`src/design/tdjm_pkg.sv`:
```
// Shared types and constants for the task deadline and jitter monitor.
package tdjm_pkg;

    localparam int STAMP_W     = 32;
    localparam int TASK_W      = 2;
    localparam int NUM_SLOTS   = 4;
    localparam int ALU_W       = STAMP_W + 1;
    localparam int CFG_ADDR_W  = 5;
    localparam int CFG_DATA_W  = 32;
    localparam int IN_TDATA_W  = 2 * STAMP_W;
    localparam int OUT_BITS    = 7 * STAMP_W + 2;
    localparam int OUT_TDATA_W = ((OUT_BITS + 7) / 8) * 8;

    localparam logic [STAMP_W-1:0] TOL_US = 32'd1000;

    localparam logic [STAMP_W-1:0] PERIOD_RESET [NUM_SLOTS] =
        '{32'd50000, 32'd50000, 32'd50000, 32'd100000};
    localparam logic [STAMP_W-1:0] DEADLINE_RESET [NUM_SLOTS] =
        '{32'd50000, 32'd50000, 32'd50000, 32'd100000};

    typedef enum logic [3:0] {
        ST_IDLE,
        ST_EXEC,
        ST_PER,
        ST_MAXP,
        ST_TOL,
        ST_LATE,
        ST_MAXE,
        ST_MISS,
        ST_DONE
    } state_t;

    typedef struct packed {
        logic [ALU_W-1:0] a;
        logic [ALU_W-1:0] b;
        logic             sub;
    } alu_req_t;

    typedef struct packed {
        logic [ALU_W-1:0] sum;
        logic             carry;
    } alu_rsp_t;

    typedef struct packed {
        logic [STAMP_W-1:0] cycle_total;
        logic [STAMP_W-1:0] late_total;
        logic [STAMP_W-1:0] missed_total;
        logic [STAMP_W-1:0] max_exec_out;
        logic [STAMP_W-1:0] max_period_out;
        logic               deadline_missed;
        logic               period_late;
        logic               period_valid;
        logic [STAMP_W-1:0] measured_period;
        logic [STAMP_W-1:0] exec_time;
    } result_t;

endpackage

```
`src/design/tdjm_alu.sv`:
```
// Shared 33-bit add/subtract unit; carry set on subtract means a >= b.
module tdjm_alu (
    input  tdjm_pkg::alu_req_t req,
    output tdjm_pkg::alu_rsp_t rsp
);

    logic [tdjm_pkg::ALU_W-1:0] b_op;
    logic [tdjm_pkg::ALU_W:0]   total;

    assign b_op  = req.sub ? ~req.b : req.b;
    assign total = {1'b0, req.a} + {1'b0, b_op} + (tdjm_pkg::ALU_W + 1)'(req.sub);

    assign rsp.sum   = total[tdjm_pkg::ALU_W-1:0];
    assign rsp.carry = total[tdjm_pkg::ALU_W];

endmodule

```
`src/design/tdjm_cfg.sv`:
```
// Configuration register file: per-task nominal period and deadline, APB access.
module tdjm_cfg (
    input  logic                                clk,
    input  logic                                rst_n,
    input  logic                                psel,
    input  logic                                penable,
    input  logic                                pwrite,
    input  logic [tdjm_pkg::CFG_ADDR_W-1:0]     paddr,
    input  logic [tdjm_pkg::CFG_DATA_W-1:0]     pwdata,
    output logic [tdjm_pkg::CFG_DATA_W-1:0]     prdata,
    input  logic [tdjm_pkg::TASK_W-1:0]         sel,
    output logic [tdjm_pkg::STAMP_W-1:0]        period_sel,
    output logic [tdjm_pkg::STAMP_W-1:0]        deadline_sel
);

    logic [tdjm_pkg::STAMP_W-1:0] period_reg   [tdjm_pkg::NUM_SLOTS];
    logic [tdjm_pkg::STAMP_W-1:0] deadline_reg [tdjm_pkg::NUM_SLOTS];
    logic [2:0]                   reg_idx;
    logic [1:0]                   slot;
    logic                         wr_en;

    assign reg_idx = paddr[4:2];
    assign slot    = reg_idx[1:0];
    assign wr_en   = psel && penable && pwrite;

    // Upper half of the register map holds the deadlines
    always_ff @(posedge clk or negedge rst_n)
    begin
        if (!rst_n)
        begin
            period_reg   <= tdjm_pkg::PERIOD_RESET;
            deadline_reg <= tdjm_pkg::DEADLINE_RESET;
        end
        else if (wr_en)
        begin
            if (reg_idx[2])
                deadline_reg[slot] <= pwdata;
            else
                period_reg[slot] <= pwdata;
        end
    end

    assign prdata       = reg_idx[2] ? deadline_reg[slot] : period_reg[slot];
    assign period_sel   = period_reg[sel];
    assign deadline_sel = deadline_reg[sel];

endmodule

```
`src/design/tdjm_ctrl.sv`:
```
// Sequencer, per-task record store and result register of the monitor.
module tdjm_ctrl #(
    parameter int unsigned NUM_TASKS = 4
) (
    input  logic                            clk,
    input  logic                            rst_n,
    input  logic                            in_valid,
    output logic                            in_ready,
    input  logic [tdjm_pkg::TASK_W-1:0]     in_task,
    input  logic [tdjm_pkg::STAMP_W-1:0]    in_start,
    input  logic [tdjm_pkg::STAMP_W-1:0]    in_end,
    output logic                            out_valid,
    input  logic                            out_ready,
    output tdjm_pkg::result_t               out_result,
    output logic [tdjm_pkg::TASK_W-1:0]     cfg_sel,
    input  logic [tdjm_pkg::STAMP_W-1:0]    period_sel,
    input  logic [tdjm_pkg::STAMP_W-1:0]    deadline_sel,
    output tdjm_pkg::alu_req_t              alu_req,
    input  tdjm_pkg::alu_rsp_t              alu_rsp
);

    localparam int IDX_W = (NUM_TASKS > 1) ? $clog2(NUM_TASKS) : 1;
    localparam int SW    = tdjm_pkg::STAMP_W;
    localparam int AW    = tdjm_pkg::ALU_W;

    tdjm_pkg::state_t state_reg, state_next;

    // Per-task records
    logic [SW-1:0] last_start_reg [NUM_TASKS];
    logic [SW-1:0] max_period_reg [NUM_TASKS];
    logic [SW-1:0] max_exec_reg   [NUM_TASKS];
    logic [SW-1:0] missed_cnt_reg [NUM_TASKS];
    logic [SW-1:0] late_cnt_reg   [NUM_TASKS];
    logic [SW-1:0] cycle_cnt_reg  [NUM_TASKS];

    // Working copy of the item under evaluation
    logic [tdjm_pkg::TASK_W-1:0] task_reg;
    logic [SW-1:0]               start_reg;
    logic [SW-1:0]               end_reg;
    logic [SW-1:0]               last_reg;
    logic [SW-1:0]               exec_reg;
    logic [SW-1:0]               per_reg;
    logic [AW-1:0]               tol_reg;
    logic [SW-1:0]               maxp_reg;
    logic [SW-1:0]               maxe_reg;
    logic [SW-1:0]               miss_cnt_reg;
    logic [SW-1:0]               late_wrk_reg;
    logic [SW-1:0]               cyc_cnt_reg;
    logic                        valid_reg;
    logic                        late_reg;
    logic                        missed_reg;

    tdjm_pkg::result_t result_reg;
    logic              out_valid_reg;

    logic             in_fire;
    logic             task_ok;
    logic [IDX_W-1:0] in_idx;
    logic [IDX_W-1:0] wr_idx;
    logic             take_out;
    logic [SW-1:0]    miss_tot;
    logic [SW-1:0]    late_tot;
    logic [SW-1:0]    cyc_tot;

    assign in_ready = (state_reg == tdjm_pkg::ST_IDLE);
    assign in_fire  = in_valid && in_ready;
    assign task_ok  = 32'(in_task) < NUM_TASKS;
    assign in_idx   = in_task[IDX_W-1:0];
    assign wr_idx   = task_reg[IDX_W-1:0];
    assign take_out = (state_reg == tdjm_pkg::ST_DONE) && (!out_valid_reg || out_ready);
    assign cfg_sel  = task_reg;

    assign miss_tot = miss_cnt_reg + SW'(missed_reg);
    assign late_tot = late_wrk_reg + SW'(late_reg);
    assign cyc_tot  = cyc_cnt_reg + SW'(1);

    always_ff @(posedge clk or negedge rst_n)
    begin
        if (!rst_n)
            state_reg <= tdjm_pkg::ST_IDLE;
        else
            state_reg <= state_next;
    end

    // Next state and operand selection for the shared unit
    always_comb
    begin
        state_next  = state_reg;
        alu_req.a   = '0;
        alu_req.b   = '0;
        alu_req.sub = 1'b1;
        case (state_reg)
            tdjm_pkg::ST_IDLE:
            begin
                if (in_fire && task_ok)
                    state_next = tdjm_pkg::ST_EXEC;
            end
            tdjm_pkg::ST_EXEC:
            begin
                alu_req.a  = AW'(end_reg);
                alu_req.b  = AW'(start_reg);
                state_next = valid_reg ? tdjm_pkg::ST_PER : tdjm_pkg::ST_MAXE;
            end
            tdjm_pkg::ST_PER:
            begin
                alu_req.a  = AW'(start_reg);
                alu_req.b  = AW'(last_reg);
                state_next = tdjm_pkg::ST_MAXP;
            end
            tdjm_pkg::ST_MAXP:
            begin
                alu_req.a  = AW'(maxp_reg);
                alu_req.b  = AW'(per_reg);
                state_next = tdjm_pkg::ST_TOL;
            end
            tdjm_pkg::ST_TOL:
            begin
                alu_req.a   = AW'(period_sel);
                alu_req.b   = AW'(tdjm_pkg::TOL_US);
                alu_req.sub = 1'b0;
                state_next  = tdjm_pkg::ST_LATE;
            end
            tdjm_pkg::ST_LATE:
            begin
                alu_req.a  = tol_reg;
                alu_req.b  = AW'(per_reg);
                state_next = tdjm_pkg::ST_MAXE;
            end
            tdjm_pkg::ST_MAXE:
            begin
                alu_req.a  = AW'(maxe_reg);
                alu_req.b  = AW'(exec_reg);
                state_next = tdjm_pkg::ST_MISS;
            end
            tdjm_pkg::ST_MISS:
            begin
                alu_req.a  = AW'(deadline_sel);
                alu_req.b  = AW'(exec_reg);
                state_next = tdjm_pkg::ST_DONE;
            end
            tdjm_pkg::ST_DONE:
            begin
                if (take_out)
                    state_next = tdjm_pkg::ST_IDLE;
            end
            default:
            begin
                state_next = tdjm_pkg::ST_IDLE;
            end
        endcase
    end

    // Working registers: load on accept, then capture one unit result per step
    always_ff @(posedge clk)
    begin
        case (state_reg)
            tdjm_pkg::ST_IDLE:
            begin
                if (in_fire)
                begin
                    task_reg     <= in_task;
                    start_reg    <= in_start;
                    end_reg      <= in_end;
                    last_reg     <= last_start_reg[in_idx];
                    valid_reg    <= (last_start_reg[in_idx] != '0);
                    maxp_reg     <= max_period_reg[in_idx];
                    maxe_reg     <= max_exec_reg[in_idx];
                    miss_cnt_reg <= missed_cnt_reg[in_idx];
                    late_wrk_reg <= late_cnt_reg[in_idx];
                    cyc_cnt_reg  <= cycle_cnt_reg[in_idx];
                    per_reg      <= '0;
                    late_reg     <= 1'b0;
                end
            end
            tdjm_pkg::ST_EXEC: exec_reg <= alu_rsp.sum[SW-1:0];
            tdjm_pkg::ST_PER:  per_reg  <= alu_rsp.sum[SW-1:0];
            tdjm_pkg::ST_MAXP:
            begin
                if (!alu_rsp.carry)
                    maxp_reg <= per_reg;
            end
            tdjm_pkg::ST_TOL:  tol_reg  <= alu_rsp.sum;
            tdjm_pkg::ST_LATE: late_reg <= !alu_rsp.carry;
            tdjm_pkg::ST_MAXE:
            begin
                if (!alu_rsp.carry)
                    maxe_reg <= exec_reg;
            end
            tdjm_pkg::ST_MISS: missed_reg <= !alu_rsp.carry;
            default:
            begin
            end
        endcase
    end

    // Record store: write back the updated record when the result is released
    always_ff @(posedge clk or negedge rst_n)
    begin
        if (!rst_n)
        begin
            for (int i = 0; i < NUM_TASKS; i++)
            begin
                last_start_reg[i] <= '0;
                max_period_reg[i] <= '0;
                max_exec_reg[i]   <= '0;
                missed_cnt_reg[i] <= '0;
                late_cnt_reg[i]   <= '0;
                cycle_cnt_reg[i]  <= '0;
            end
        end
        else if (take_out)
        begin
            last_start_reg[wr_idx] <= start_reg;
            max_period_reg[wr_idx] <= maxp_reg;
            max_exec_reg[wr_idx]   <= maxe_reg;
            missed_cnt_reg[wr_idx] <= miss_tot;
            late_cnt_reg[wr_idx]   <= late_tot;
            cycle_cnt_reg[wr_idx]  <= cyc_tot;
        end
    end

    always_ff @(posedge clk)
    begin
        if (take_out)
        begin
            result_reg.exec_time       <= exec_reg;
            result_reg.measured_period <= per_reg;
            result_reg.period_valid    <= valid_reg;
            result_reg.period_late     <= late_reg;
            result_reg.deadline_missed <= missed_reg;
            result_reg.max_period_out  <= maxp_reg;
            result_reg.max_exec_out    <= maxe_reg;
            result_reg.missed_total    <= miss_tot;
            result_reg.late_total      <= late_tot;
            result_reg.cycle_total     <= cyc_tot;
        end
    end

    always_ff @(posedge clk or negedge rst_n)
    begin
        if (!rst_n)
            out_valid_reg <= 1'b0;
        else if (take_out)
            out_valid_reg <= 1'b1;
        else if (out_ready)
            out_valid_reg <= 1'b0;
    end

    assign out_valid  = out_valid_reg;
    assign out_result = result_reg;

    a_release_sets_valid: assert property (@(posedge clk) disable iff (!rst_n)
        take_out |=> out_valid_reg)
        else $error("released result not presented");

    a_taken_clears_valid: assert property (@(posedge clk) disable iff (!rst_n)
        out_valid_reg && out_ready && !take_out |=> !out_valid_reg)
        else $error("result presented twice");

    a_late_needs_period: assert property (@(posedge clk) disable iff (!rst_n)
        out_valid_reg |-> (!result_reg.period_late || result_reg.period_valid))
        else $error("late flag without a measured period");

    a_no_period_zero: assert property (@(posedge clk) disable iff (!rst_n)
        out_valid_reg && !result_reg.period_valid |-> result_reg.measured_period == '0)
        else $error("period nonzero while not measured");

    a_drop_unknown_task: assert property (@(posedge clk) disable iff (!rst_n)
        in_fire && !task_ok |=> state_reg == tdjm_pkg::ST_IDLE)
        else $error("report of unmonitored task started evaluation");

endmodule

```
`src/design/task_deadline_jitter_monitor.sv`:
```
// Top level of the per-task deadline and period jitter monitor.
//
//  channel   | direction | handshake                     | contents
//  ----------+-----------+-------------------------------+------------------------------
//  s_axis    | in        | s_axis_tvalid / s_axis_tready | activation report per item
//  m_axis    | out       | m_axis_tvalid / m_axis_tready | updated task record per item
//  apb       | in/out    | psel, penable, pready         | period and deadline registers
//
//  A new item is accepted only in the idle state, after the last result is released; the
//  period steps run only when the task has a stored start. The single 33-bit add/subtract
//  unit serves the execution time, period, tolerance sum and four compares one after another.
//  Reset loads the nominal periods and deadlines and clears all task records at once;
//  there is no clearing pass. A result waits in the output register while the next item
//  is taken; evaluation holds in its last step only if that register is still full.
//  Reports for task numbers at or above NUM_TASKS are taken and dropped without a result.
module task_deadline_jitter_monitor #(
    parameter int unsigned NUM_TASKS = 4
) (
    input  logic                                 clk,
    input  logic                                 rst_n,
    // activation report
    input  logic                                 s_axis_tvalid,
    output logic                                 s_axis_tready,
    // [31:0] start_stamp, [63:32] end_stamp
    input  logic [tdjm_pkg::IN_TDATA_W-1:0]      s_axis_tdata,
    // [1:0] task_index
    input  logic [tdjm_pkg::TASK_W-1:0]          s_axis_tuser,
    // updated record
    output logic                                 m_axis_tvalid,
    input  logic                                 m_axis_tready,
    // [31:0] exec_time, [63:32] measured_period, [64] period_late,
    // [65] deadline_missed, [97:66] max_period_out, [129:98] max_exec_out,
    // [161:130] missed_total, [193:162] late_total, [225:194] cycle_total,
    // [231:226] zero
    output logic [tdjm_pkg::OUT_TDATA_W-1:0]     m_axis_tdata,
    // [0] period_valid
    output logic                                 m_axis_tuser,
    // configuration
    input  logic                                 psel,
    input  logic                                 penable,
    input  logic                                 pwrite,
    input  logic [tdjm_pkg::CFG_ADDR_W-1:0]      paddr,
    input  logic [tdjm_pkg::CFG_DATA_W-1:0]      pwdata,
    output logic [tdjm_pkg::CFG_DATA_W-1:0]      prdata,
    output logic                                 pready
);

    tdjm_pkg::alu_req_t            alu_req;
    tdjm_pkg::alu_rsp_t            alu_rsp;
    tdjm_pkg::result_t             result;
    logic [tdjm_pkg::TASK_W-1:0]   cfg_sel;
    logic [tdjm_pkg::STAMP_W-1:0]  period_sel;
    logic [tdjm_pkg::STAMP_W-1:0]  deadline_sel;

    // Register accesses complete without wait states
    assign pready = 1'b1;

    tdjm_cfg u_cfg (
        .clk          (clk),
        .rst_n        (rst_n),
        .psel         (psel),
        .penable      (penable),
        .pwrite       (pwrite),
        .paddr        (paddr),
        .pwdata       (pwdata),
        .prdata       (prdata),
        .sel          (cfg_sel),
        .period_sel   (period_sel),
        .deadline_sel (deadline_sel)
    );

    tdjm_alu u_alu (
        .req (alu_req),
        .rsp (alu_rsp)
    );

    tdjm_ctrl #(
        .NUM_TASKS (NUM_TASKS)
    ) u_ctrl (
        .clk          (clk),
        .rst_n        (rst_n),
        .in_valid     (s_axis_tvalid),
        .in_ready     (s_axis_tready),
        .in_task      (s_axis_tuser),
        .in_start     (s_axis_tdata[tdjm_pkg::STAMP_W-1:0]),
        .in_end       (s_axis_tdata[2*tdjm_pkg::STAMP_W-1:tdjm_pkg::STAMP_W]),
        .out_valid    (m_axis_tvalid),
        .out_ready    (m_axis_tready),
        .out_result   (result),
        .cfg_sel      (cfg_sel),
        .period_sel   (period_sel),
        .deadline_sel (deadline_sel),
        .alu_req      (alu_req),
        .alu_rsp      (alu_rsp)
    );

    // Pack the record, first field in the low bits; period_valid goes out on tuser
    assign m_axis_tdata = {
        {(tdjm_pkg::OUT_TDATA_W - tdjm_pkg::OUT_BITS){1'b0}},
        result.cycle_total,
        result.late_total,
        result.missed_total,
        result.max_exec_out,
        result.max_period_out,
        result.deadline_missed,
        result.period_late,
        result.measured_period,
        result.exec_time
    };
    assign m_axis_tuser = result.period_valid;

endmodule

```
`config.mk`:
```
export PLATFORM = sky130hd
export DESIGN_NAME = task_deadline_jitter_monitor
export DESIGN_NICKNAME = d
export VERILOG_FILES = /design/src/design/tdjm_pkg.sv /design/src/design/tdjm_alu.sv /design/src/design/tdjm_cfg.sv /design/src/design/tdjm_ctrl.sv /design/src/design/task_deadline_jitter_monitor.sv
export SDC_FILE = /design/constraint.sdc
export NUM_CORES = 2
export LEC_CHECK = 0
export ABC_AREA = 1
export CAP_MARGIN = 25
export CORE_ASPECT_RATIO = 1.25
export CORE_MARGIN = 2
export CORE_UTILIZATION = 65
export CTS_CLUSTER_DIAMETER = 150
export CTS_CLUSTER_SIZE = 10
export DETAILED_ROUTE_END_ITERATION = 7
export DONT_BUFFER_PORTS = 1
export MAX_ROUTING_LAYER = met4
export PLACE_DENSITY = 0.84
export SYNTH_ARGS = -nofsm -noshare
export SYNTH_HDL_FRONTEND = slang
export SYNTH_SLANG_ARGS = --single-unit
```
`constraint.sdc`:
```
create_clock -name clk -period 16.9 [get_ports clk]
set_input_delay 0.845 -clock clk [delete_from_list [all_inputs] [get_ports clk]]
set_output_delay 0.845 -clock clk [all_outputs]
set_load 0.02 [all_outputs]
```
==> results by stage <==
Outcome:
- The flow ran to the end, but the final reports show violations.
- The checks that failed: DRC, hold timing, slew limit.

Route:
- The sum of routed wire length over all layers is 218.0 mm.
- In the routed design, unresolved DRC markers number 8.
- The post-detailed-route via-to-cell ratio is 6.446.
- The number of iterations in the first detailed-routing pass is 8.
- The overall via count from detail_route is 56900.
- In this run, the number of DRC markers left after iteration 0 of detailed routing was 8544.
- The count of nets left with antenna violations once routing finished came out at 0.
- The average wire per standard cell is 24.70 um.

Floorplan:
- In this run the vertical extent of the chip is 372.0 um.
- The horizontal extent of the die is 298.4 um.
- Pin placement for this block handled 378 I/O pins.
- The number of rows in the core area is 135.
- The core box area is 107900 um2.
- The die covers 111000 um2.
- The initial cell density of the core is 65.23%.

Power:
- The proportion of power drawn by the clock network is 24.5%.
- The share of total power dissipated in combinational logic is 30.8%.
- The static leakage power is 33.40 nW.
- Dividing total power by cell area gives a power density of 191.9 nW/um2.
- The design internal power is 9.075 mW.
- The fraction of power spent switching nets is 38.18%.
- The net switching component of the power is 5.606 mW.
- VDD sags by at most 0.0001457 V.
- The power share of the sequential group is 44.7%.

GRT:
- The largest net degree at the start of global routing is 1030.
- The number of global-route vias before repair was 54560.
- The global-route wire length before repair is 328.9 mm.
- Global routing used 40.36% of the available tracks across all layers.
- Summed over all layers, the global routing overflow is 0.
- The number of antenna violations at the first check in global routing came to 21.

Yosys:
- Counting instances in the post-synthesis netlist gives the leading cell types as sky130_fd_sc_hd__nand2_1, sky130_fd_sc_hd__o21ai_0, sky130_fd_sc_hd__dfrtp_1, sky130_fd_sc_hd__edfxtp_1, sky130_fd_sc_hd__nor2_1.
- The cell taking the most area after synthesis is sky130_fd_sc_hd__dfrtp_1.
- Of all flip-flops after synthesis, the portion carrying an async set or reset was 63.75%.
- In this run the biggest area consumer among cell types represents 34.87% of the synthesized area.
- The instance count of the mapped netlist is 7423.
- During synthesis, Yosys emitted a total of 0 warnings.
- The synthesized netlist contains 64 unique library cells.
- In this run the cell area of the synthesized design comes to 70410 um2.
- Ranked by total cell area, the synthesized netlist is headed by sky130_fd_sc_hd__dfrtp_1, sky130_fd_sc_hd__edfxtp_1, sky130_fd_sc_hd__nand2_1.
- Yosys instantiated no cell more often than sky130_fd_sc_hd__nand2_1.
- Synthesis inferred 1614 register bits.
- The number of enable-type register cells in the synthesized netlist is 585.
- The post-synthesis sequential area ratio is 61.61%.
- The mean instance size in the synthesized netlist is 9.485 um2.
- The most common flop cell mapped by yosys is sky130_fd_sc_hd__dfrtp_1.

Final layout:
- The number of flip-flops under the largest register name is 227.
- The count of placed standard cells in the final layout, fillers left out is 8827.
- In the final layout, the share of cells above drive strength 1 is 5.718%.
- The area growth from synthesis to layout is 8.662%.
- The final net count is 7364.

STA:
- Adding up every negative setup slack in the final design gives 0 ns.
- Setup repair after global routing left no endpoint under its margin.
- The final critical path time including I/O delays and setup is 6.709 ns.
- The max-slew violation count is 984.
- The max-slew headroom at the worst pin is -294.0%.
- Final hold analysis gives a worst-case slack of -0.2509 ns.
- The number of setup violations in the final report is 0.
- Timing would allow up to 149.0 MHz.
- The actual transition at the worst max-transition pin is 5.910 ns.
- The worst path meets setup with 10.19 ns of slack.
- The clock skew after layout is 0.03526 ns.
- The final count of hold timing violations was 41.
- The final clock period utilization by the worst path is 39.70%.

Setup path:
- The endpoint arrival time on the critical path is 7.13 ns.
- The element type at the critical path end is a register.
- In this run the critical register-to-register path is launched from u_ctrl.cfg_sel[0]$_DFFE_PP_.
- The element type at the critical path start is a register.
- In this run the critical register-to-register path is captured at u_ctrl.maxe_reg[12]$_DFFE_PP_.
- The setup slack of the worst register-to-register path is 10.19 ns.
- The type of the worst setup path is reg2reg.
- Data on the critical path is required at its endpoint by 17.32 ns.
- For the worst flop-to-flop path, the logic depth is 16.
- Of all nets on the critical path, the largest fanout is 38.

Place:
- At the end of routability-driven placement, the weighted congestion stood at 0.9783.
- The worst setup timing slack at the placement stage is 10.50 ns.
- Input and output buffers added on the ports amount to 0.
- After detailed placement, the design holds a cell count of 8470.
- Summed over all nets, the half-perimeter wirelength after detailed placement is 131.3 mm.

Worst hold path:
- The worst hold path class is in2async.

Clocking:
- The number of sinks handled by clock tree synthesis is 1614.
- The level count of the clock H-tree is 4.
- The TritonCTS clock tree is yes.
- Clock-pin slew was measured on the worst setup and hold paths at 0.06 ns.
- The number of buffers on the longest clock path is 3.
- The number of clock buffers added by TritonCTS is 179.
- The post-cts repair resize count is 0.
- The number of setup buffers added after CTS is 0.
- The clock root buffer master is sky130_fd_sc_hd__clkbuf_16.
- The worst-skew pair later-pin latency is 0.81 ns.

Flow run:
- Across the run, the number of max-cap violations was 0.
[placed cells by master, fill, tap and decap left out, types with 23 or more instances in the layout]
master	n
sky130_fd_sc_hd__clkbuf_1	134
sky130_fd_sc_hd__o22ai_1	212
sky130_fd_sc_hd__o21ai_1	23
sky130_fd_sc_hd__nand2_1	2289
sky130_fd_sc_hd__nand4_1	67
sky130_fd_sc_hd__a221oi_1	37
sky130_fd_sc_hd__buf_4	61
sky130_fd_sc_hd__clkbuf_16	185
sky130_fd_sc_hd__a21oi_1	132
sky130_fd_sc_hd__xor2_1	57
sky130_fd_sc_hd__o21ai_0	1074
sky130_fd_sc_hd__edfxtp_1	585
sky130_fd_sc_hd__a31oi_1	27
sky130_fd_sc_hd__dfstp_2	48
sky130_fd_sc_hd__nor2_1	442
sky130_fd_sc_hd__xnor2_1	38
sky130_fd_sc_hd__a211oi_1	25
sky130_fd_sc_hd__inv_1	410
sky130_fd_sc_hd__dfrtp_1	981
sky130_fd_sc_hd__nand3_1	79
sky130_fd_sc_hd__diode_2	26
sky130_fd_sc_hd__a22oi_1	105
sky130_fd_sc_hd__o211ai_1	51
sky130_fd_sc_hd__ha_1	37
[worst max-delay path: stages, from the launching register on]
cell	delay, ns
sky130_fd_sc_hd__edfxtp_1	0.53
sky130_fd_sc_hd__nand2_1	0.64
sky130_fd_sc_hd__clkinv_1	0.75
sky130_fd_sc_hd__buf_4	0.53
sky130_fd_sc_hd__a22o_1	0.28
sky130_fd_sc_hd__o21ai_0	0.38
sky130_fd_sc_hd__o2111ai_1	0.25
sky130_fd_sc_hd__ha_1	0.28
sky130_fd_sc_hd__a21oi_1	0.35
sky130_fd_sc_hd__o21ai_0	0.34
sky130_fd_sc_hd__a21oi_1	0.22
sky130_fd_sc_hd__a21boi_0	0.19
sky130_fd_sc_hd__nand2_1	0.19
sky130_fd_sc_hd__inv_1	0.09
sky130_fd_sc_hd__o21bai_1	0.21
sky130_fd_sc_hd__o21ai_4	0.46
sky130_fd_sc_hd__buf_4	0.53
[power by group through the flow]
stage	Sequential, mW	Combinational [mW]	Clock, mW
global placement	6.50	4.23	0
finish	6.57	4.52	3.59
floorplan	6.20	3.08	0
CTS	6.50	4.41	3.61
global route	6.63	4.94	3.77
detailed placement	6.55	4.35	0
[kinds of logic after synthesis]
| kind of cell | synth area share (%) |
|---|---|
| other | 0.01067 |
| and+or+nand+nor | 16.95 |
| AOI/OAI and AO/OA | 14.30 |
| DFF | 61.61 |
| buffers and inverters | 4.868 |
| adders and majority gates | 0.6860 |
| xor gates and xnor gates | 1.575 |
[cell type report]
type                    instances  area, um2
inverters                     435       1688
well taps                    1438       1799
flip-flops and latches       1614      43380
multi-input cells            4921      23750
clock inverters                 9      131.4
fillers                      7465      31430
clock buffers                 319       5132
diodes                         26      65.06
repair buffers                 65      560.5
[per-stage QoR]
step | hold WS [ns] | utilization (%) | total power, mW | instance area (um2)
3_3_place_gp | 0.4483 | 65.87 | 10.73 | 71090
2_1_floorplan | 0.4264 | - | 9.280 | 70430
6_report | -0.2509 | 70.88 | 14.68 | 76500
5_1_grt | -0.2766 | 70.87 | 15.35 | 76490
4_1_cts | -0.2671 | 70.74 | 14.52 | 76360
3_5_place_dp | 0.4524 | 65.87 | 10.90 | 71090
[worst max path at each step]
stage                                          from                            end  slack [ns]
floorplan           u_ctrl.state_reg[2]$_DFFE_PN0P_   u_ctrl.maxe_reg[0]$_DFFE_PP_       10.66
global placement        u_ctrl.cfg_sel[0]$_DFFE_PP_  u_ctrl.maxe_reg[16]$_DFFE_PP_       10.54
detailed placement      u_ctrl.cfg_sel[0]$_DFFE_PP_  u_ctrl.maxe_reg[17]$_DFFE_PP_       10.50
CTS                     u_ctrl.cfg_sel[0]$_DFFE_PP_  u_ctrl.maxe_reg[23]$_DFFE_PP_       10.46
global route            u_ctrl.cfg_sel[0]$_DFFE_PP_  u_ctrl.maxe_reg[25]$_DFFE_PP_       10.16
finish                  u_ctrl.cfg_sel[0]$_DFFE_PP_  u_ctrl.maxe_reg[12]$_DFFE_PP_       10.19
[layer usage]
| layer | share of wire [%] | track usage (%) |
|---|---|---|
| met4 | 7.4 | 25.54 |
| met3 | 12 | 10.23 |
| met2 | 45 | 60.04 |
| met5 | 0 | - |
| met1 | 35 | 49.75 |
Note: power is estimated with default switching activity, not from simulation.
